`src/rtl/dollar_framed_qn_ql_parser_core_macros.svh`:
```
// Assertion helpers shared by the parser RTL.
// Define NO_ASSERTIONS to compile every check away.
`ifndef DOLLAR_FRAMED_QN_QL_PARSER_CORE_MACROS_SVH
`define DOLLAR_FRAMED_QN_QL_PARSER_CORE_MACROS_SVH

`ifndef NO_ASSERTIONS
// Same-cycle implication, disabled while reset is asserted
`define DFQP_ASSERT_IMP(lbl, clk_s, rst_s, ante, cons, msg) \
    lbl: assert property (@(posedge clk_s) disable iff (!rst_s) (ante) |-> (cons)) \
        else $error(msg);
// Next-cycle implication, disabled while reset is asserted
`define DFQP_ASSERT_NXT(lbl, clk_s, rst_s, ante, cons, msg) \
    lbl: assert property (@(posedge clk_s) disable iff (!rst_s) (ante) |=> (cons)) \
        else $error(msg);
`else
`define DFQP_ASSERT_IMP(lbl, clk_s, rst_s, ante, cons, msg)
`define DFQP_ASSERT_NXT(lbl, clk_s, rst_s, ante, cons, msg)
`endif

`endif

```
`src/rtl/dfqp_pkg.sv`:
```
package dfqp_pkg;

    // ASCII codes recognised by the parser
    localparam logic [7:0] CHAR_DOLLAR = 8'h24;
    localparam logic [7:0] CHAR_Q      = 8'h51;
    localparam logic [7:0] CHAR_N      = 8'h4E;
    localparam logic [7:0] CHAR_L      = 8'h4C;
    localparam logic [7:0] CHAR_DOT    = 8'h2E;
    localparam logic [7:0] CHAR_ZERO   = 8'h30;
    localparam logic [7:0] CHAR_NINE   = 8'h39;

    // Decimal exponents up to six fit in three bits
    localparam int EXP_BITS   = 3;
    localparam int WEIGHT_BITS = 20;
    localparam int TERM_BITS  = 24;

    localparam int OUT_BITS   = 32;

    localparam int QUEUE_DEPTH = 4;
    localparam int QPTR_BITS   = 2;
    localparam int QCNT_BITS   = 3;

    typedef enum logic [2:0] {
        PH_IDLE,
        PH_Q1,
        PH_N,
        PH_QN_NUM,
        PH_L,
        PH_QL_NUM,
        PH_SKIP
    } phase_t;

    typedef enum logic [1:0] {
        OP_INT,
        OP_FRAC,
        OP_EMIT
    } op_kind_t;

    typedef enum logic {
        SEL_QN,
        SEL_QL
    } acc_sel_t;

    typedef struct packed {
        op_kind_t              kind;
        acc_sel_t              sel;
        logic [3:0]            digit;
        logic [EXP_BITS-1:0]   scale_exp;
    } work_t;

    function automatic logic [WEIGHT_BITS-1:0] pow10(input logic [EXP_BITS-1:0] e);
        logic [WEIGHT_BITS-1:0] w;
        case (e)
            3'd0:    w = 20'd1;
            3'd1:    w = 20'd10;
            3'd2:    w = 20'd100;
            3'd3:    w = 20'd1000;
            3'd4:    w = 20'd10000;
            3'd5:    w = 20'd100000;
            3'd6:    w = 20'd1000000;
            default: w = 20'd0;
        endcase
        return w;
    endfunction

endpackage

```
`src/rtl/dollar_framed_qn_ql_parser_core.sv`:
```
// A closing '$' passes through the work queue; its pop loads the word and raises out_valid.
// Throughput: one byte per cycle; in_stall rises only when the four-word work queue fills,
// which happens only while out_stall holds back a finished word.
// Reset (rst_n low, asynchronous): parser waits for the opening '$', both accumulators
// clear, the work queue empties and out_valid drops. No clearing pass is needed.
module dollar_framed_qn_ql_parser_core
    import dfqp_pkg::*;
#(
    parameter int FRAC_DIGITS = 3,
    parameter int VALUE_BITS  = 32
)
(
    input  logic                clk,
    input  logic                rst_n,
    input  logic                in_valid,
    output logic                in_stall,
    input  logic [7:0]          rx_byte,
    output logic                out_valid,
    input  logic                out_stall,
    output logic [OUT_BITS-1:0] quantity_milli,
    output logic [OUT_BITS-1:0] quality_milli
);

    // Front: track the frame grammar ($, Q, N, number, Q, L, number) and the
    // dot / fraction-digit state of the number in progress. Every byte is
    // taken at once unless the queue is full; only bytes that change a value
    // or close a frame turn into a work word. Each number is kept pre-scaled
    // to FRAC_DIGITS decimal places (thousandths by default), so a digit
    // carries the decimal exponent of its place and nothing has to be rescaled when the number ends.
    logic  push;
    work_t push_word;
    logic  queue_full;

    // Back: pop work words, run the saturating multiply-by-ten accumulate
    // or the weighted fraction add, and on a closing '$' move both values
    // into the output register and clear the accumulators.
    logic  pop;
    work_t pop_word;
    logic  has_work;

    dfqp_front #(
        .FRAC_DIGITS (FRAC_DIGITS)
    ) u_front (
        .clk        (clk),
        .rst_n      (rst_n),
        .in_valid   (in_valid),
        .in_stall   (in_stall),
        .rx_byte    (rx_byte),
        .queue_full (queue_full),
        .push       (push),
        .push_word  (push_word)
    );

    // Short queue: lets the front keep taking bytes while a finished word
    // waits on out_stall.
    dfqp_queue u_queue (
        .clk       (clk),
        .rst_n     (rst_n),
        .push      (push),
        .push_word (push_word),
        .full      (queue_full),
        .pop       (pop),
        .pop_word  (pop_word),
        .not_empty (has_work)
    );

    dfqp_back #(
        .VALUE_BITS (VALUE_BITS)
    ) u_back (
        .clk            (clk),
        .rst_n          (rst_n),
        .has_work       (has_work),
        .work           (pop_word),
        .pop            (pop),
        .out_valid      (out_valid),
        .out_stall      (out_stall),
        .quantity_milli (quantity_milli),
        .quality_milli  (quality_milli)
    );

endmodule

```
`src/rtl/dfqp_front.sv`:
```
module dfqp_front
    import dfqp_pkg::*;
#(
    parameter int FRAC_DIGITS = 3
)
(
    input  logic       clk,
    input  logic       rst_n,
    input  logic       in_valid,
    output logic       in_stall,
    input  logic [7:0] rx_byte,
    input  logic       queue_full,
    output logic       push,
    output work_t      push_word
);

    localparam int FCW = (FRAC_DIGITS > 0) ? $clog2(FRAC_DIGITS + 1) : 1;
    localparam logic [FCW-1:0] FRAC_LIMIT = FCW'(FRAC_DIGITS);
    localparam logic [FCW-1:0] FRAC_ONE   = FCW'(1);

    phase_t         parse_phase_reg, parse_phase_next;
    logic           dot_seen_reg, dot_seen_next;
    logic           number_closed_reg, number_closed_next;
    logic [FCW-1:0] fraction_digits_reg, fraction_digits_next;

    logic accept;
    logic is_dollar, is_dot, is_digit, is_num;
    logic take_int, take_frac, in_number;

    assign in_stall  = queue_full;
    assign accept    = in_valid && !queue_full;

    assign is_dollar = (rx_byte == CHAR_DOLLAR);
    assign is_dot    = (rx_byte == CHAR_DOT);
    assign is_digit  = (rx_byte >= CHAR_ZERO) && (rx_byte <= CHAR_NINE);
    assign is_num    = is_digit || is_dot;
    assign in_number = (parse_phase_reg == PH_QN_NUM) || (parse_phase_reg == PH_QL_NUM);

    assign take_int  = !dot_seen_reg && !number_closed_reg;
    assign take_frac = dot_seen_reg && !number_closed_reg && (fraction_digits_reg < FRAC_LIMIT);

    // next state
    always_comb
    begin
        parse_phase_next     = parse_phase_reg;
        dot_seen_next        = dot_seen_reg;
        number_closed_next   = number_closed_reg;
        fraction_digits_next = fraction_digits_reg;
        if (accept)
        begin
            if (is_dollar)
            begin
                parse_phase_next     = PH_Q1;
                dot_seen_next        = 1'b0;
                number_closed_next   = 1'b0;
                fraction_digits_next = '0;
            end
            else
            begin
                case (parse_phase_reg)
                    PH_IDLE:
                    begin
                        parse_phase_next = PH_IDLE;
                    end
                    PH_Q1:
                    begin
                        parse_phase_next = (rx_byte == CHAR_Q) ? PH_N : PH_SKIP;
                    end
                    PH_N, PH_L:
                    begin
                        dot_seen_next        = 1'b0;
                        number_closed_next   = 1'b0;
                        fraction_digits_next = '0;
                        if (parse_phase_reg == PH_N)
                        begin
                            parse_phase_next = (rx_byte == CHAR_N) ? PH_QN_NUM : PH_SKIP;
                        end
                        else
                        begin
                            parse_phase_next = (rx_byte == CHAR_L) ? PH_QL_NUM : PH_SKIP;
                        end
                    end
                    PH_QN_NUM, PH_QL_NUM:
                    begin
                        if (is_num)
                        begin
                            if (is_dot)
                            begin
                                if (dot_seen_reg)
                                begin
                                    number_closed_next = 1'b1;
                                end
                                else
                                begin
                                    dot_seen_next = 1'b1;
                                end
                            end
                            else if (take_frac)
                            begin
                                fraction_digits_next = fraction_digits_reg + FRAC_ONE;
                            end
                        end
                        else
                        begin
                            dot_seen_next        = 1'b0;
                            number_closed_next   = 1'b0;
                            fraction_digits_next = '0;
                            if (parse_phase_reg == PH_QN_NUM && rx_byte == CHAR_Q)
                            begin
                                parse_phase_next = PH_L;
                            end
                            else
                            begin
                                parse_phase_next = PH_SKIP;
                            end
                        end
                    end
                    default:
                    begin
                        parse_phase_next = PH_SKIP;
                    end
                endcase
            end
        end
    end

    // outputs: one work word per effective digit or per closing delimiter
    always_comb
    begin
        push                = 1'b0;
        push_word.kind      = OP_EMIT;
        push_word.sel       = (parse_phase_reg == PH_QL_NUM) ? SEL_QL : SEL_QN;
        push_word.digit     = rx_byte[3:0];
        push_word.scale_exp = EXP_BITS'(FRAC_DIGITS);
        if (accept)
        begin
            if (is_dollar)
            begin
                push = (parse_phase_reg != PH_IDLE);
            end
            else if (in_number && is_digit)
            begin
                if (take_int)
                begin
                    push           = 1'b1;
                    push_word.kind = OP_INT;
                end
                else if (take_frac)
                begin
                    push                = 1'b1;
                    push_word.kind      = OP_FRAC;
                    push_word.scale_exp = EXP_BITS'(FRAC_DIGITS - 1)
                                          - EXP_BITS'(fraction_digits_reg);
                end
            end
        end
    end

    always_ff @(posedge clk or negedge rst_n)
    begin
        if (!rst_n)
        begin
            parse_phase_reg     <= PH_IDLE;
            dot_seen_reg        <= 1'b0;
            number_closed_reg   <= 1'b0;
            fraction_digits_reg <= '0;
        end
        else
        begin
            parse_phase_reg     <= parse_phase_next;
            dot_seen_reg        <= dot_seen_next;
            number_closed_reg   <= number_closed_next;
            fraction_digits_reg <= fraction_digits_next;
        end
    end

endmodule

```
`src/rtl/dfqp_queue.sv`:
```
`include "dollar_framed_qn_ql_parser_core_macros.svh"

module dfqp_queue
    import dfqp_pkg::*;
(
    input  logic  clk,
    input  logic  rst_n,
    input  logic  push,
    input  work_t push_word,
    output logic  full,
    input  logic  pop,
    output work_t pop_word,
    output logic  not_empty
);

    localparam logic [QCNT_BITS-1:0] DEPTH_CNT = QCNT_BITS'(QUEUE_DEPTH);
    localparam logic [QCNT_BITS-1:0] CNT_ONE   = QCNT_BITS'(1);
    localparam logic [QPTR_BITS-1:0] PTR_ONE   = QPTR_BITS'(1);

    work_t                entries_reg [QUEUE_DEPTH];
    logic [QPTR_BITS-1:0] wr_ptr_reg, wr_ptr_next;
    logic [QPTR_BITS-1:0] rd_ptr_reg, rd_ptr_next;
    logic [QCNT_BITS-1:0] count_reg, count_next;

    assign full      = (count_reg == DEPTH_CNT);
    assign not_empty = (count_reg != '0);
    assign pop_word  = entries_reg[rd_ptr_reg];

    always_comb
    begin
        wr_ptr_next = push ? wr_ptr_reg + PTR_ONE : wr_ptr_reg;
        rd_ptr_next = pop ? rd_ptr_reg + PTR_ONE : rd_ptr_reg;
        count_next  = count_reg;
        if (push && !pop)
        begin
            count_next = count_reg + CNT_ONE;
        end
        else if (pop && !push)
        begin
            count_next = count_reg - CNT_ONE;
        end
    end

    always_ff @(posedge clk)
    begin
        if (push)
        begin
            entries_reg[wr_ptr_reg] <= push_word;
        end
    end

    always_ff @(posedge clk or negedge rst_n)
    begin
        if (!rst_n)
        begin
            wr_ptr_reg <= '0;
            rd_ptr_reg <= '0;
            count_reg  <= '0;
        end
        else
        begin
            wr_ptr_reg <= wr_ptr_next;
            rd_ptr_reg <= rd_ptr_next;
            count_reg  <= count_next;
        end
    end

    `DFQP_ASSERT_IMP(a_count_bound, clk, rst_n, 1'b1, count_reg <= DEPTH_CNT,
                     "queue count beyond depth")
    `DFQP_ASSERT_IMP(a_no_push_full, clk, rst_n, full, !push, "push into full queue")
    `DFQP_ASSERT_IMP(a_no_pop_empty, clk, rst_n, pop, not_empty, "pop from empty queue")
    `DFQP_ASSERT_NXT(a_count_step, clk, rst_n, push && !pop,
                     count_reg == $past(count_reg) + CNT_ONE,
                     "queue count did not advance on push")

endmodule

```
`src/rtl/dfqp_back.sv`:
```
module dfqp_back
    import dfqp_pkg::*;
#(
    parameter int VALUE_BITS = 32
)
(
    input  logic                clk,
    input  logic                rst_n,
    input  logic                has_work,
    input  work_t               work,
    output logic                pop,
    output logic                out_valid,
    input  logic                out_stall,
    output logic [OUT_BITS-1:0] quantity_milli,
    output logic [OUT_BITS-1:0] quality_milli
);

    localparam int SUM_BITS = ((VALUE_BITS + 4 > TERM_BITS) ? VALUE_BITS + 4 : TERM_BITS) + 1;
    localparam logic [VALUE_BITS-1:0] SAT_MAX  = '1;
    localparam logic [SUM_BITS-1:0]   SAT_WIDE = SUM_BITS'(SAT_MAX);

    logic [VALUE_BITS-1:0] quantity_acc_reg, quantity_acc_next;
    logic [VALUE_BITS-1:0] quality_acc_reg, quality_acc_next;
    logic                  out_valid_reg, out_valid_next;
    logic [OUT_BITS-1:0]   quantity_milli_reg, quality_milli_reg;

    logic                  out_free, is_emit;
    logic [VALUE_BITS-1:0] acc_in, acc_sat;
    logic [TERM_BITS-1:0]  term;
    logic [SUM_BITS-1:0]   acc_wide, base, sum;

    assign out_free = !out_valid_reg || !out_stall;
    assign is_emit  = (work.kind == OP_EMIT);
    assign pop      = has_work && (!is_emit || out_free);

    // digit weighted by its decimal place, then a saturating accumulate
    assign acc_in   = (work.sel == SEL_QL) ? quality_acc_reg : quantity_acc_reg;
    assign term     = TERM_BITS'(work.digit) * TERM_BITS'(pow10(work.scale_exp));
    assign acc_wide = SUM_BITS'(acc_in);
    assign base     = (work.kind == OP_INT) ? (acc_wide << 3) + (acc_wide << 1) : acc_wide;
    assign sum      = base + SUM_BITS'(term);
    assign acc_sat  = (sum > SAT_WIDE) ? SAT_MAX : sum[VALUE_BITS-1:0];

    always_comb
    begin
        quantity_acc_next = quantity_acc_reg;
        quality_acc_next  = quality_acc_reg;
        out_valid_next    = out_valid_reg && out_stall;
        if (pop)
        begin
            if (is_emit)
            begin
                quantity_acc_next = '0;
                quality_acc_next  = '0;
                out_valid_next    = 1'b1;
            end
            else if (work.sel == SEL_QL)
            begin
                quality_acc_next = acc_sat;
            end
            else
            begin
                quantity_acc_next = acc_sat;
            end
        end
    end

    always_ff @(posedge clk)
    begin
        if (pop && is_emit)
        begin
            quantity_milli_reg <= OUT_BITS'(quantity_acc_reg);
            quality_milli_reg  <= OUT_BITS'(quality_acc_reg);
        end
    end

    always_ff @(posedge clk or negedge rst_n)
    begin
        if (!rst_n)
        begin
            quantity_acc_reg <= '0;
            quality_acc_reg  <= '0;
            out_valid_reg    <= 1'b0;
        end
        else
        begin
            quantity_acc_reg <= quantity_acc_next;
            quality_acc_reg  <= quality_acc_next;
            out_valid_reg    <= out_valid_next;
        end
    end

    assign out_valid      = out_valid_reg;
    assign quantity_milli = quantity_milli_reg;
    assign quality_milli  = quality_milli_reg;

endmodule
```
`config.mk`:
```
export PLATFORM = sky130hd
export DESIGN_NAME = dollar_framed_qn_ql_parser_core
export DESIGN_NICKNAME = d
export VERILOG_FILES = /design/src/rtl/dfqp_pkg.sv /design/src/rtl/dollar_framed_qn_ql_parser_core.sv /design/src/rtl/dfqp_front.sv /design/src/rtl/dfqp_queue.sv /design/src/rtl/dfqp_back.sv
export VERILOG_INCLUDE_DIRS = /design/src /design/src/rtl
export SDC_FILE = /design/constraint.sdc
export NUM_CORES = 1
export LEC_CHECK = 0
export ABC_AREA = 1
export BUFFER_PORTS_ARGS = -buffer_cell sky130_fd_sc_hd__buf_2
export CAP_MARGIN = 0
export CORE_MARGIN = 2
export CORE_UTILIZATION = 58
export CTS_BUF_LIST = sky130_fd_sc_hd__clkbuf_4 sky130_fd_sc_hd__clkbuf_8 sky130_fd_sc_hd__clkbuf_16
export DETAILED_ROUTE_END_ITERATION = 16
export PLACE_DENSITY = 0.72
export SLEW_MARGIN = 20
export SYNTH_ARGS = -nofsm -noshare
export SYNTH_HDL_FRONTEND = slang
export SYNTH_SLANG_ARGS = --single-unit
```
`constraint.sdc`:
```
create_clock -name clk -period 7.1 [get_ports clk]
set_input_delay 0.71 -clock clk [delete_from_list [all_inputs] [get_ports clk]]
set_output_delay 0.71 -clock clk [all_outputs]
set_load 0.1 [all_outputs]
```
-- Yosys cells after proc, flatten, opt, wreduce, memory -nomap -nowiden
Memory sizes are Yosys's and may differ from the RTL's.
Cells that the tools add are included.
- register bits: 143
- bits in latches: 0
- memory bits (writable): 40
- ROM bits: 0
- output and inout bits: 66
- word-level logic and storage cells: 142
- memories kept: 1
- memory list (name ; words ; width ; rd ports ; clocked after memory_dff ; wr ports ; line ; source):
    u_queue.entries_reg ; 4 ; 10 ; 1 ; 0 ; 1 ; dfqp_queue.sv:20 ; work_t entries_reg [QUEUE_DEPTH];
- $add $sub $neg: 8
- multipliers: 1
- div/mod/pow operators: 0
- $lt $le $gt $ge: 4
- equality and inequality tests: 24
- shifts and indexed selects: 0
- multiplexer cells: 52
- bitwise gates (word level): 0
- reductions and logical operators: 40
- operator list (operator ; number):
    32-bit two-way mux ; 6
    20-bit one-hot mux with 7 select lines ; 1
    37-bit by 24-bit adder with 37-bit output ; 1
    37-bit by 32-bit greater-than comparator with 1-bit output, second input constant ; 1
    37-bit two-way mux ; 1
    35-bit by 33-bit adder with 36-bit output ; 1
    3-bit two-way mux ; 12
    8-bit by 7-bit equality test with 1-bit output, second input constant ; 3
    4-bit by 20-bit multiplier with 24-bit output ; 1
    2-bit two-way mux ; 11
    3-bit equality test, second input constant ; 6
    1-bit two-way mux ; 17
    8-bit by 6-bit equality test with 1-bit output, second input constant ; 2
    3-bit by 2-bit equality test with 1-bit output, second input constant ; 4
    1-bit logical AND ; 12
    3-bit one-hot mux with 4 select lines ; 1
    3-bit nonzero test ; 3
    8-bit by 6-bit greater-or-equal comparator with 1-bit output, second input constant ; 1
    8-bit by 6-bit less-or-equal comparator with 1-bit output, second input constant ; 1
    1-bit logical NOT ; 8
    4-bit by 2-bit != test with 1-bit output, second input constant ; 2
    4-bit by 3-bit != test with 1-bit output, second input constant ; 2
    4-bit AND reduction ; 2
    2-bit by 1-bit adder with 2-bit output, second input constant ; 3
    17 further kinds ; 27

-- Longest topological paths before layout
- word-level depth: 12
- gate-level depth with buffers: 40
- depth with buffers taken out: 36

-- By module
From an unflattened synthesis, not the netlist that was laid out.
- cells, all modules: 1831
- area total of the unflattened synthesis: 13963.4 µm²
- by module, submodules not included (module ; times used ; cells each ; area an instance (µm²) ; sequential area each (µm²)):
    dfqp_back ; 1 ; 1544 ; 11222.0 ; 3548.4
    dfqp_queue ; 1 ; 166 ; 2030.7 ; 1376.3
    dfqp_front ; 1 ; 121 ; 710.7 ; 175.2

-- Worst setup path after synthesis
OpenSTA, ideal clock, no wires.
- path kind: register to register
- start point: register u_queue.rd_ptr_reg[0]
- end point: register u_back.quantity_acc_reg[0]
- library setup time: 118 ps
- arrival time: 5697 ps
- slack: 1286 ps
- stages on the path, launching flop included: 27
- path buffers: 3
- clock period less this slack: 5814 ps
- path through: dfrtp_1 buf_4 clkbuf_1 a21oi_1 a32oi_1 inv_1 nor2_1 nand2_1 nor2_1 fa_1 fa_1 inv_1 fa_1 inv_1 ha_1 nand2_1 nor2_1 nand2_1 o311ai_0 nand3_1 nand2_1 nand4_1 nand2_1 buf_4 nand4_2 nand3_1 nand2_1
- longest elaborated chain between the ends: 9
- elaborated cells between the ends (all ways): 25
- RTL lines (what ; line ; source):
    start: declaration ; dfqp_queue.sv:22 ; logic [QPTR_BITS-1:0] rd_ptr_reg, rd_ptr_next;
    start signal: assignment ; dfqp_queue.sv:63 ; rd_ptr_reg <= rd_ptr_next;
    memory read 4 x 10 bit (*) ; n/a ;
    3-bit equality test (tied with other cells) ; dfqp_pkg.sv:53 ; case (e)
    20-bit one-hot mux with 7 select lines or 35-bit by 33-bit adder with 36-bit output (tied branches) ; dfqp_pkg.sv:53, dfqp_back.sv:40 ;
    4-bit by 20-bit multiplier with 24-bit output or 37-bit two-way mux (tied branches) ; dfqp_back.sv:38, dfqp_back.sv:40 ;
    37-bit by 24-bit adder with 37-bit output ; dfqp_back.sv:41 ; assign sum = base + SUM_BITS'(term);
    37-bit by 32-bit greater-than comparator with 1-bit output ; dfqp_back.sv:42 ; assign acc_sat = (sum > SAT_WIDE) ? SAT_MAX : sum[VALUE_BITS-1:0];
    32-bit two-way mux ; dfqp_back.sv:42 ;
    32-bit two-way mux ; dfqp_back.sv:57 ; else if (work.sel == SEL_QL)
    32-bit two-way mux ; dfqp_back.sv:51 ; if (is_emit)
    end signal: assignment ; dfqp_back.sv:87 ; quantity_acc_reg <= quantity_acc_next;
    end: declaration ; dfqp_back.sv:22 ; logic [VALUE_BITS-1:0] quantity_acc_reg, quantity_acc_next;
Every way passes the cells marked *; elsewhere a longest branch is shown, timed or not. The select of a mux whose other input is x is not followed.
A chain may end at the register's enable or synchronous reset.

-- Final worst setup path
- start point: register u_queue.rd_ptr_reg[1]
- end point: register u_back.quantity_acc_reg[10]
The elaborated chain is that of the path after synthesis.

==> flow_summary.json <==
{
  "post-cts-setup-buffers": 0,
  "ys_seq_elements": 183,
  "crit_path_end": "u_back.quantity_acc_reg[10]",
  "worstPathRequired_ps": 7430,
  "clock_latency_ps": 460,
  "worstSetupPathType": "reg2reg",
  "tightest_slew_ps": 1100,
  "setup_viol": 0,
  "final_area_um2": 15200,
  "viasPerCell": 5.44,
  "reg2reg_to": "u_back.quantity_acc_reg[10]",
  "clkTransAtPathRegs_ps": 90,
  "synth_area_per_cell_um2": 7.78,
  "cts_tree": "done",
  "synthArstFlopShare_pct": 43.2,
  "grt_pass1_wl_mm": 56.0,
  "hpwl_mm": 26.4,
  "cap_violations": 0,
  "startpoint": "u_queue.rd_ptr_reg[1]",
  "ys.flop_type": "edfxtp_1",
  "fin_skew_ps": 21.5,
  "cts_hold_buf": 0,
  "die_x_um": 159,
  "slowest_stage": "fa_1",
  "rows": 56,
  "die_area_um2": 25100,
  "io_pins": 78,
  "min_period_over_period_pct": 92.9,
  "arrival_ps": 6930,
  "dpl_cell_area_um2": 14600,
  "critPathLaunchType": "flip-flop",
  "nFillCells": 2029,
  "slew_violations": 0,
  "cts.sinks": 183,
  "tns_ps": 0,
  "path_max_fanout": 32,
  "rsz0062_at_grt": "no",
  "synthCells": 1780,
  "hold_viol": 0,
  "io_buffer_count": 77,
  "drt_iter0_markers": 916,
  "start_util_pct": 59.0,
  "crit_path_max_incr_delay_ps": 560,
  "period_needed_ps": 6600,
  "path_common_cell": "inv_1",
  "syn_area_um2": 13900,
  "yosys_warnings": 0,
  "htreeDepth": 4,
  "synth_edf_count": 104,
  "status": "finished, final reports clean",
  "r2r_cells": 32,
  "hp-class": "in2async",
  "crit_path_end_kind": "flip-flop",
  "drive_gt1_share_pct": 10.9,
  "slew_headroom_pct": 26.1,
  "overflow": 0,
  "insertedDiodeCount": 0,
  "cts_buffers": 17,
  "nets": 1993,
  "die_height_um": 159,
  "areaGrowthSynthToFinish_pct": 9.66,
  "grtUsageTotal_pct": 28.6,
  "largest_reg_flops": 40,
  "grt_pass1_vias": 11200,
  "clock_path_buffers": 2,
  "wire_per_inst_um": 15.8,
  "ys_types": 51,
  "drc": 0,
  "synth_seq_area_share_pct": 36.8,
  "grt_max_degree": 66,
  "globalplace.congestion": 1.01,
  "ant_nets": 0,
  "num_vias": 11900,
  "totalWireLength_mm": 34.6,
  "r2r-start": "u_queue.rd_ptr_reg[1]",
  "grt_antenna_before_repair": 0,
  "drt_first_pass_iters": 6,
  "fmaxAchievable_mhz": 152,
  "cts_root_buf": "clkbuf_16",
  "core_um2": 23500,
  "rrSetupSlack_ps": 500
}
[routing by layer]
metal | part of all wire, % | track usage [%] | vias to the layer above
li1 | - | - | 5799
met1 | 45 | 40.3 | 5549
met2 | 47 | 47.1 | 461
met3 | 5.8 | 3.16 | 66
met4 | 2.2 | 8.41 | 0
met5 | 0 | 0 | -
[worst min path at each step]
stage                                 from                    endpoint  depth (start not counted)
2_1_floorplan                        rst_n            u_back.out_valid                          0
3_3_place_gp   u_back.quantity_acc_reg[22]   u_back.quantity_milli[22]                          0
3_5_place_dp    u_back.quality_acc_reg[27]    u_back.quality_milli[27]                          0
4_1_cts                              rst_n  u_front.parse_phase_reg[2]                          1
5_1_grt                              rst_n       u_queue.wr_ptr_reg[0]                          1
6_report                             rst_n       u_queue.wr_ptr_reg[0]                          1
[final cells by class]
| cell class | count | area [um^2] | area share (%) |
|---|---|---|---|
| clock buffers | 18 | 439 | 2.89 |
| inverters | 280 | 1050 | 6.93 |
| multi-input cells | 1269 | 7430 | 48.9 |
| clock inverters | 14 | 175 | 1.15 |
| well taps | 319 | 399 | 2.63 |
| repair buffers | 101 | 593 | 3.90 |
| flip-flops and latches | 183 | 5100 | 33.6 |
[synth_stat cells, types with 7 or more instances]
| cell | count | share of area [%] |
|---|---|---|
| xnor2_1 | 21 | 1.3 |
| nand3_1 | 115 | 4.2 |
| nor3_1 | 11 | 0.40 |
| clkbuf_1 | 24 | 0.65 |
| ha_1 | 77 | 7.0 |
| dfrtp_1 | 79 | 14 |
| inv_1 | 271 | 7.3 |
| edfxtp_1 | 104 | 23 |
| inv_2 | 7 | 0.19 |
| nor2_1 | 150 | 4.1 |
| o21ai_0 | 62 | 2.2 |
| or2_2 | 7 | 0.32 |
| nand4_1 | 14 | 0.63 |
| a21oi_1 | 68 | 2.5 |
| buf_6 | 8 | 0.65 |
| xor2_1 | 29 | 1.8 |
| nand2_1 | 563 | 15 |
| buf_1 | 7 | 0.19 |
| nand4_2 | 30 | 2.7 |
| fa_1 | 52 | 7.5 |
| o21ai_1 | 7 | 0.25 |
[kinds of logic (layout without fill, tap and decap cells)]
logic type	Yosys count	count (layout)	synth area share, %
simple gates	917	917	28.9
buf+inv	331	413	9.76
flops	183	183	36.8
compound gates	169	169	6.84
fa+ha+maj	129	129	14.5
xor+xnor	50	50	3.16
other cells	1	4	0.0271
[worst max-delay path, delay by kind of cell (launching register included)]
kind	cells	cell delay [ps]
fa+ha+maj	4	1920
compound gates	3	820
flops	1	450
buf+inv	10	1320
simple gates	15	1930
[layout by cell type, fill, tap and decap left out, types with 8 or more instances in the layout]
master     synthesis  routed
inv_1            271     268
dfrtp_1           79      79
nor3_1            11      11
buf_4              5      23
nand4_2           30      30
fa_1              52      52
buf_2              5      76
clkbuf_16          0      17
xnor2_1           21      21
a21oi_1           68      68
o21ai_0           62      62
inv_2              7       8
nand4_1           14      14
nand3_1          115     114
ha_1              77      77
nor2_1           150     150
nand2_1          563     563
xor2_1            29      29
edfxtp_1         104     104
[timing repair]
item / 4_1_cts / 5_1_grt
endpoints found under the hold margin: 0 / 0
resized for setup: 0 / 1
setup endpoints to repair: 0 / 59
[per-stage QoR]
| stage | std cells | utilization [%] | setup WS, ps | hold slack (ps) |
|---|---|---|---|---|
| after detailed placement | 2152 | 62.1 | 470 | 465 |
| after floorplan | 1783 | - | 1290 | 414 |
| after global routing | 2184 | 64.7 | 34.4 | 149 |
| after CTS | 2184 | 64.7 | 458 | 144 |
| after global placement | 2152 | 62.1 | 541 | 464 |
| final | 2184 | 64.7 | 503 | 131 |
Power is left out: the tool's default activity adds up to more than one toggle a clock period on the data nets, which glitch-free logic cannot reach.
